[config.mk]
export PLATFORM = sky130hd
export DESIGN_NAME = kdr_front
export DESIGN_NICKNAME = d
export VERILOG_FILES = /design/src/rtl/kdr_pkg.sv /design/src/rtl/kdr_front.sv
export SDC_FILE = /design/constraint.sdc
export NUM_CORES = 1
export LEC_CHECK = 0
export BUFFER_PORTS_ARGS = -buffer_cell sky130_fd_sc_hd__buf_2
export CORE_MARGIN = 1
export CORE_UTILIZATION = 47
export CTS_CLUSTER_SIZE = 30
export DETAILED_ROUTE_END_ITERATION = 7
export PLACE_DENSITY = 0.81
export SLEW_MARGIN = 15
export SYNTH_ARGS = -nofsm -noshare
export SYNTH_HDL_FRONTEND = slang
export SYNTH_SLANG_ARGS = --single-unit
[constraint.sdc]
create_clock -name clk -period 8.9 [get_ports clk]
set_clock_uncertainty 0.1 [all_clocks]
set_input_delay 1.335 -clock clk [delete_from_list [all_inputs] [get_ports clk]]
set_output_delay 1.335 -clock clk [all_outputs]
set_load 0.005 [all_outputs]
[src/rtl/kdr_pkg.sv]
// ----------------------------------------------------------------------------
// kdr_pkg: shared types and constants for the kd-tree radius search
// Request and result structures, operation codes and store sizes.
// ----------------------------------------------------------------------------
package kdr_pkg;

	localparam int PT_AW    = 12;   // point / index store address bits
	localparam int ND_AW    = 13;   // node store address bits
	localparam int STK_AW   = 5;    // stack address bits
	localparam int STK_LW   = 6;    // stack level bits (holds the depth)
	localparam int CRD_W    = 24;
	localparam int SQ_W     = 52;
	localparam int BUDGET_W = 15;
	localparam logic [BUDGET_W-1:0] BUDGET_INIT = 15'd16383 + 15'd1;
	localparam logic [STK_LW-1:0]   STACK_DEPTH = 6'd32;

	localparam logic [2:0] OP_LOAD_POINT = 3'd0;
	localparam logic [2:0] OP_LOAD_INDEX = 3'd1;
	localparam logic [2:0] OP_LOAD_NODE  = 3'd2;
	localparam logic [2:0] OP_BEGIN      = 3'd3;
	localparam logic [2:0] OP_NEXT       = 3'd4;

	localparam logic CFG_RADIUS = 1'b0;
	localparam logic CFG_POINTS = 1'b1;

	typedef struct packed {
		logic [2:0]         operation;
		logic [12:0]        slot;
		logic signed [23:0] coord_x;
		logic signed [23:0] coord_y;
		logic signed [23:0] coord_z;
		logic [11:0]        point_number;
		logic               node_is_leaf;
		logic [11:0]        node_start;
		logic [12:0]        node_size;
		logic [1:0]         node_split_dim;
		logic signed [23:0] node_split_value;
		logic [12:0]        node_first_child;
	} req_t;

	typedef struct packed {
		logic [12:0] neighbor;
		logic        search_done;
	} rsp_t;

	// node shape word
	typedef struct packed {
		logic        leaf;
		logic [11:0] start;
		logic [12:0] size;
		logic [1:0]  dim;
		logic [12:0] child;
	} node_t;

	typedef struct packed {
		logic [13:0]     node;
		logic [SQ_W-1:0] off;
	} stk_t;

	typedef struct packed {
		logic valid;
		req_t req;
	} qitem_t;

endpackage

[src/rtl/kdr_front.sv]
// ----------------------------------------------------------------------------
// kdr_front: request intake
// Drops unknown operations and queues the rest in a two-entry FIFO while it is not full.
// ----------------------------------------------------------------------------
module kdr_front (
	input  logic          clk,
	input  logic          arst_n,
	input  logic          start,
	output logic          busy,
	input  kdr_pkg::req_t req,
	output kdr_pkg::qitem_t head,
	input  logic          pop
);

	kdr_pkg::req_t fifo_q [2];
	logic       wr_ptr_q, rd_ptr_q;
	logic [1:0] count_q;
	logic       push, known;

	assign busy  = (count_q == 2'd2);
	assign known = (req.operation <= kdr_pkg::OP_NEXT);
	assign push  = start && !busy && known;

	assign head.valid = (count_q != 2'd0);
	assign head.req   = fifo_q[rd_ptr_q];

	always_ff @(posedge clk) begin
		if (push)
			fifo_q[wr_ptr_q] <= req;
	end

	always_ff @(posedge clk or negedge arst_n) begin
		if (!arst_n) begin
			wr_ptr_q <= 1'b0;
			rd_ptr_q <= 1'b0;
			count_q  <= 2'd0;
		end else begin
			if (push)
				wr_ptr_q <= ~wr_ptr_q;
			if (pop && head.valid)
				rd_ptr_q <= ~rd_ptr_q;
			count_q <= count_q + 2'(push) - 2'(pop && head.valid);
		end
	end

`ifndef SYNTHESIS
	a_no_overflow: assert property (@(posedge clk) disable iff (!arst_n)
		count_q == 2'd2 |-> !push) else $error("fifo overflow");
	a_pop_valid: assert property (@(posedge clk) disable iff (!arst_n)
		pop |-> head.valid) else $error("pop from empty fifo");
	a_count_max: assert property (@(posedge clk) disable iff (!arst_n)
		count_q <= 2'd2) else $error("fifo count out of range");
`endif

endmodule

==> flow_metrics.env, run 1 <==
export IMPL_slowest_stage="buf_4"
export IMPL_grt_pass1_vias=6556
export IMPL_dp_final_hpwl_um=15100
export IMPL_rsz0062_at_grt="no"
export IMPL_cts_root_buf="clkbuf_16"
export IMPL_rr_worst_depth=4
export IMPL_timing_final_ws_setup_ns=4.74
export IMPL_period_share_pct=46.8
export IMPL_cp_end_kind="primary output"
export IMPL_rrSetupSlack_ns=5.83
export IMPL_die_width_um=163
export IMPL_grt_pass1_wl_um=33900
export IMPL_status="complete, no violations"
export IMPL_cp_arrival_ns=2.73
export IMPL_ios=336
export IMPL_final_cell_mix="buf_2, edfxtp_1, mux2_2"
export IMPL_routedWlPerCell_um=18.3
export IMPL_fmax_mhz=240
export IMPL_route_detailed_drc=0
export IMPL_yosysWarnings=0
export IMPL_finalPower_mw=4.57
export IMPL_syn2layout_area_growth_pct=25.4
export IMPL_slew_headroom_pct=25.6
export IMPL_antenna_found_initial=1
export IMPL_r2r_end="fifo_q[0][20]"
export IMPL_power_density_mw_per_mm2=300
export IMPL_wl_um=22700
export IMPL_die_h_um=163
export IMPL_syn_nets=703
export IMPL_drtIter0Drc=323
export IMPL_ys_seq_elements=334
export IMPL_htree_levels=2
export IMPL_port_buffers=335
export IMPL_antenna_cells=0
export IMPL_core_sq_mm=0.0253
export IMPL_cts_hold_buf=0
export IMPL_clk_latency_ns=0.49
export IMPL_viasPerCell=4.92
export IMPL_cts_resized=0
export IMPL_grt_max_degree=132
export IMPL_cp_cell_sequence="buf_4 -> mux2_2 -> buf_2"
export IMPL_cts_num_sinks=334
export IMPL_ant_nets=0
export IMPL_crit_family="buffers and inverters"
export IMPL_path_max_fanout=81
export IMPL_start_util_pct=48.1
export IMPL_path_buf_inv=2
export IMPL_hold_path_class="reg2reg"
export IMPL_vias=6126
export IMPL_dp_slack_ns=4.62
export IMPL_critical_path_class="reg2out"
export IMPL_drive_above_1_share_pct=60.9
export IMPL_required_ns=7.47
export IMPL_ys_types=16
export IMPL_finalHoldViolations=0
export IMPL_nNetsFinal=1061
export IMPL_groute_usage_overall_pct=16.8
export IMPL_period_minus_slack_ns=4.16
export IMPL_hold_depth=1
export IMPL_layout_commonest_cell="buf_2"
export IMPL_worstSetupStartpointType="flip-flop"
export IMPL_overflow=0
export IMPL_hold_end="count_q[1]"
export IMPL_fp_row_count=58
export IMPL_cts_tree="yes"
export IMPL_synth_area_sq_mm=0.0122
export IMPL_stdcell_area_sq_mm=0.0152
export IMPL_gp_congestion=0.734
export IMPL_peakVddDrop_mv=0.207
export IMPL_syn_inst=532
export IMPL_p_leak_nw=5.66
export IMPL_maxCapViolCount=0
export IMPL_dpl_cell_area_sq_mm=0.0141
export IMPL_cts_clk_slew_worst_paths_ns=0.06
export IMPL_first_pass_iters=5
export IMPL_tightest_slew_ns=1.12
export IMPL_synth_avg_cell_area_sq_um=22.9
export IMPL_setup_viol=0
export IMPL_seq_area_frac_synth_pct=82.3
export IMPL_die_area_sq_mm=0.0265
export IMPL_clockBufferDepth=3
export IMPL_critPathMaxStageDelay_ns=0.83
export IMPL_slew_violations=0
export IMPL_r2r_start="count_q[1]"
export IMPL_hp_start="count_q[1]"
export IMPL_tns_ns=0
export IMPL_cts_setup_buffers=0
export IMPL_cts_buffers=34
## power by group
group	internal [mW]	switching, mW	total (mW)
clock network	0.840	0.545	1.39
registers	2.01	0.0771	2.09
logic	0.560	0.536	1.10
total	3.41	1.16	4.57
## worst reg2reg max path: stages (launching register included)
cell,delay [ns]
dfrtp_1,0.40
nor2b_1,0.15
nand3b_1,0.33
nor2_4,0.89
buf_12,0.59
## sequential cells by signal, indices dropped and copies added (netlist names)
name,flops
rd_ptr_q,1
fifo_q,330
wr_ptr_q,1
count_q,2
## layout make-up
cell class | instances | area, sq um
Sequential cell | 334 | 10000
Fill cell | 1860 | 10000
Multi-Input combinational cell | 178 | 1970
Timing Repair Buffer | 340 | 1730
Clock buffer | 49 | 1000
Tap cell | 330 | 413
Clock inverter | 11 | 108
Inverter | 2 | 7.51
## metrics by stage
step | hold slack, ns | utilization, % | cells
after CTS | 0.401 | 60.3 | 1244
after detailed placement | 0.387 | 56.0 | 1184
after global placement | 0.374 | 56.0 | 1184
after floorplan | 0.352 | - | 532
after global routing | 0.416 | 60.3 | 1244
final | 0.403 | 60.3 | 1244
## cells by family (layout without fill, tap and decap cells)
group	Yosys count	in the layout	share of synthesized area (%)
flip-flops	334	334	82.3
multiplexers	165	165	15.3
buffers and inverters	20	402	1.56
AND/OR/NAND/NOR	6	6	0.278
XOR/XNOR	4	4	0.288
adder cells (fa/ha/maj)	2	2	0.206
AO/OA/AOI/OAI	1	1	0.0411
## synthesized netlist by cell type
master    instances  area share, %
ha_1              2           0.21
or2_2             1          0.051
nor2_1            2          0.062
nand3b_1          1          0.062
buf_4             2           0.12
xor2_1            1          0.072
xnor2_1           3           0.22
inv_1             2          0.062
mux2_2          165             15
edfxtp_1        330             82
nor2b_1           1          0.051
o21ai_0           1          0.041
dfrtp_1           4           0.82
and2_1            1          0.051
buf_2             2          0.082
buf_6            14            1.3
## layer usage
metal / wire length, um / share of wire (%) / up-vias / track usage, %
met5: 13 / 0.057 / - / 0
met3: 1870 / 8.2 / 51 / 5.32
met4: 651 / 2.9 / 2 / 6.29
met1: 8210 / 36 / 2972 / 18.1
met2: 12000 / 53 / 255 / 30.4
li1: - / - / 2846 / -
## worst max path at each step
| stage | startpoint | end | slack (ns) | cells after the start |
|---|---|---|---|---|
| 2_1_floorplan | req[163] | fifo_q[0][0] | -0.41 | 3 |
| 3_3_place_gp | req[163] | fifo_q[0][117] | 4.66 | 5 |
| 3_5_place_dp | req[163] | fifo_q[0][110] | 4.62 | 5 |
| 4_1_cts | rd_ptr_q | head[92] | 4.71 | 3 |
| 5_1_grt | rd_ptr_q | head[92] | 4.59 | 3 |
| 6_report | rd_ptr_q | head[92] | 4.74 | 3 |
Note: power is estimated with default switching activity, not from simulation.
==> run 2, diff against run 1 <==
Settings changed: ABC_AREA set to 1, CORE_UTILIZATION 47 to 52, PLACE_DENSITY 0.81 to 0.84.
Clock period 8.9 ns to 3.9 ns, I/O delays scaled along.
==> flow_metrics.env, run 2 <==
export IMPL_status="complete, no violations"
export IMPL_clockPowerShare_pct=29.0
export IMPL_clk_latency_ns=0.49
export IMPL_maxCapViolCount=0
export IMPL_finalHoldViolations=0
export IMPL_port_buffers=335
export IMPL_finalPower_mw=10.9
export IMPL_top_regs="fifo_q (330), count_q (2)"
export IMPL_die_h_um=155
export IMPL_synth_area_leaders="edfxtp_1, nand2_1, buf_2"
export IMPL_p_comb_share_pct=27.7
export IMPL_first_pass_iters=5
export IMPL_ant_nets=0
export IMPL_yosysMostFrequentCell="nand2_1"
export IMPL_power_density_mw_per_mm2=711
export IMPL_cts_clk_slew_worst_paths_ns=0.06
export IMPL_slew_headroom_pct=18.3
export IMPL_cp_end_kind="primary output"
export IMPL_path_buf_inv=2
export IMPL_syn_nets=1063
export IMPL_crit_top_cell="nand2_1"
export IMPL_cts_num_sinks=334
export IMPL_rr_worst_depth=5
export IMPL_groute_usage_overall_pct=21.7
export IMPL_critical_path_class="reg2out"
export IMPL_p_int_mw=7.52
export IMPL_dp_final_hpwl_um=16700
export IMPL_final_cell_mix="nand2_1, buf_2, edfxtp_1"
export IMPL_gp_congestion=0.782
export IMPL_seq_area_frac_synth_pct=82.2
export IMPL_period_share_pct=71.7
export IMPL_synth_top_area_share_pct=81.4
export IMPL_routedWlPerCell_um=17.0
export IMPL_ys_types=14
export IMPL_tns_ns=0
export IMPL_synth_avg_cell_area_sq_um=13.7
export IMPL_cts_buffers=35
export IMPL_route_detailed_drc=0
export IMPL_cp_arrival_ns=2.11
export IMPL_path_max_fanout=165
export IMPL_drive_above_1_share_pct=31.4
export IMPL_rrSetupSlack_ns=1.52
export IMPL_synthArstFlopShare_pct=1.20
export IMPL_hold_end="fifo_q[0][129]"
export IMPL_worstSetupStartpointType="flip-flop"
export IMPL_start_util_pct=53.5
export IMPL_setup_viol=0
export IMPL_grt_pass1_vias=7814
export IMPL_regMostFlops="fifo_q"
export IMPL_cp_cell_sequence="buf_12 -> nand2_1 -> nand2_1 -> buf_2"
export IMPL_period_minus_slack_ns=2.80
export IMPL_hold_path_class="in2reg"
export IMPL_p_switching_mw=3.38
export IMPL_synth_common_cells="nand2_1, edfxtp_1, buf_2, inv_1, dfrtp_1"
export IMPL_core_sq_mm=0.0228
export IMPL_die_area_sq_mm=0.0240
export IMPL_rsz0062_at_grt="no"
export IMPL_syn2layout_area_growth_pct=25.9
export IMPL_clockBufferDepth=3
export IMPL_viasPerCell=4.97
export IMPL_largest_register_ff_count=330
export IMPL_r2r_start="count_q[0]"
export IMPL_drtIter0Drc=496
export IMPL_yosys_area_top_type="edfxtp_1"
export IMPL_synth_area_sq_mm=0.0122
export IMPL_cp_startpoint="rd_ptr_q"
export IMPL_ios=336
export IMPL_cts_tree="yes"
export IMPL_syn_inst=892
export IMPL_grt_pass1_wl_um=39600
export IMPL_slowest_stage="dfrtp_4"
export IMPL_fmax_mhz=358
export IMPL_hp_start="req[129]"
export IMPL_synth_flop_cell="edfxtp_1"
export IMPL_slew_violations=0
export IMPL_timing_final_ws_setup_ns=1.10
export IMPL_fp_row_count=55
export IMPL_crit_family="buffers and inverters"
export IMPL_holdWs_ns=0.173
export IMPL_critPathMaxStageDelay_ns=0.45
export IMPL_ys_seq_elements=334
export IMPL_overflow=0
export IMPL_grt_max_degree=166
export IMPL_hold_depth=1
export IMPL_top_usage_layer="met2"
export IMPL_cts_root_buf="clkbuf_16"
export IMPL_grt_util_met2_pct=37.9
export IMPL_layout_commonest_cell="nand2_1"
export IMPL_p_sw_share_pct=31.0
export IMPL_grt_use_met1_pct=24.0
export IMPL_yosysWarnings=0
export IMPL_tightest_slew_ns=1.22
export IMPL_dp_slack_ns=1.42
export IMPL_synth_edff_count=330
export IMPL_grt_use_met3_pct=6.94
export IMPL_pwr_share_seq_pct=43.3
export IMPL_r2r_end="fifo_q[1][10]"
export IMPL_antenna_found_initial=6
export IMPL_vias=7851
export IMPL_die_width_um=155
export IMPL_p_leak_nw=6.58
export IMPL_required_ns=3.21
export IMPL_peakVddDrop_mv=0.518
export IMPL_wl_um=26900
export IMPL_htree_levels=2
export IMPL_nNetsFinal=1408
run 2: cell count changes after synthesis, moves of 2 or more:
cell	previous run	this run
mux2_2	165	0
buf_6	14	0
nand2_1	0	503
xnor2_1	3	1
buf_2	2	33
buf_4	2	0
inv_1	2	9
clkbuf_1	0	3
run 2: kinds of logic after synthesis:
logic type	count (synthesis)	share of synthesized area [%]
and+or+nand+nor	506	15.6
AOI/OAI and AO/OA	2	0.0821
DFF	334	82.2
adders and majority gates	2	0.205
xor gates and xnor gates	2	0.144
buffers and inverters	46	1.76
run 2: per-stage QoR:
stage                     instance area, sq um  std cells  utilization, %
after global placement                   14200       1512            62.4
final                                    15300       1581            67.3
after global routing                     15300       1579            67.3
after CTS                                15300       1576            67.3
after detailed placement                 14200       1512            62.4
after floorplan                          12200        892               -
run 2: worst max path at each step:
stage          cells past startpoint             end
2_1_floorplan                      4    fifo_q[1][0]
3_3_place_gp                       5  fifo_q[0][129]
3_5_place_dp                       5  fifo_q[0][140]
4_1_cts                            5        head[70]
5_1_grt                            5        head[41]
6_report                           4        head[38]
run 2: repair_timing:
action / CTS / global route
setup buffers: 0 / 0
hold buffers: 1 / 0
endpoints found under the hold margin: 4 / 0
resized for setup: 0 / 0
run 2: layout make-up:
cell class,count,area [sq um]
Sequential cell,334,10000
Fill cell,1561,7440
Multi-Input combinational cell,512,1960
Timing Repair Buffer,344,1810
Clock buffer,43,948
Tap cell,313,392
Clock inverter,20,151
Inverter,10,46.3
Antenna cell,5,12.5
run 2: power by group through the flow:
| stage | combinational [mW] | sequential (mW) | clock, mW |
|---|---|---|---|
| finish | 3.02 | 4.72 | 3.16 |
| global placement | 2.95 | 4.76 | 0 |
| global route | 3.35 | 4.76 | 3.35 |
| detailed placement | 3.02 | 4.79 | 0 |
| CTS | 3.05 | 4.72 | 3.22 |
| floorplan | 1.62 | 4.79 | 0 |
run 2: per-layer routing:
layer | vias up | wire length [um]
met3 | 86 | 2660
met2 | 376 | 13600
met4 | 2 | 1070
met5 | - | 13
li1 | 3713 | -
met1 | 3674 | 9570
run 2: worst register-to-register path: cells and delay by family (launching register included):
kind                   cells  cell delay (ns)
AOI/OAI and AO/OA          1             0.18
DFF                        1             0.40
and+or+nand+nor            2             0.30
buffers and inverters      2             0.55
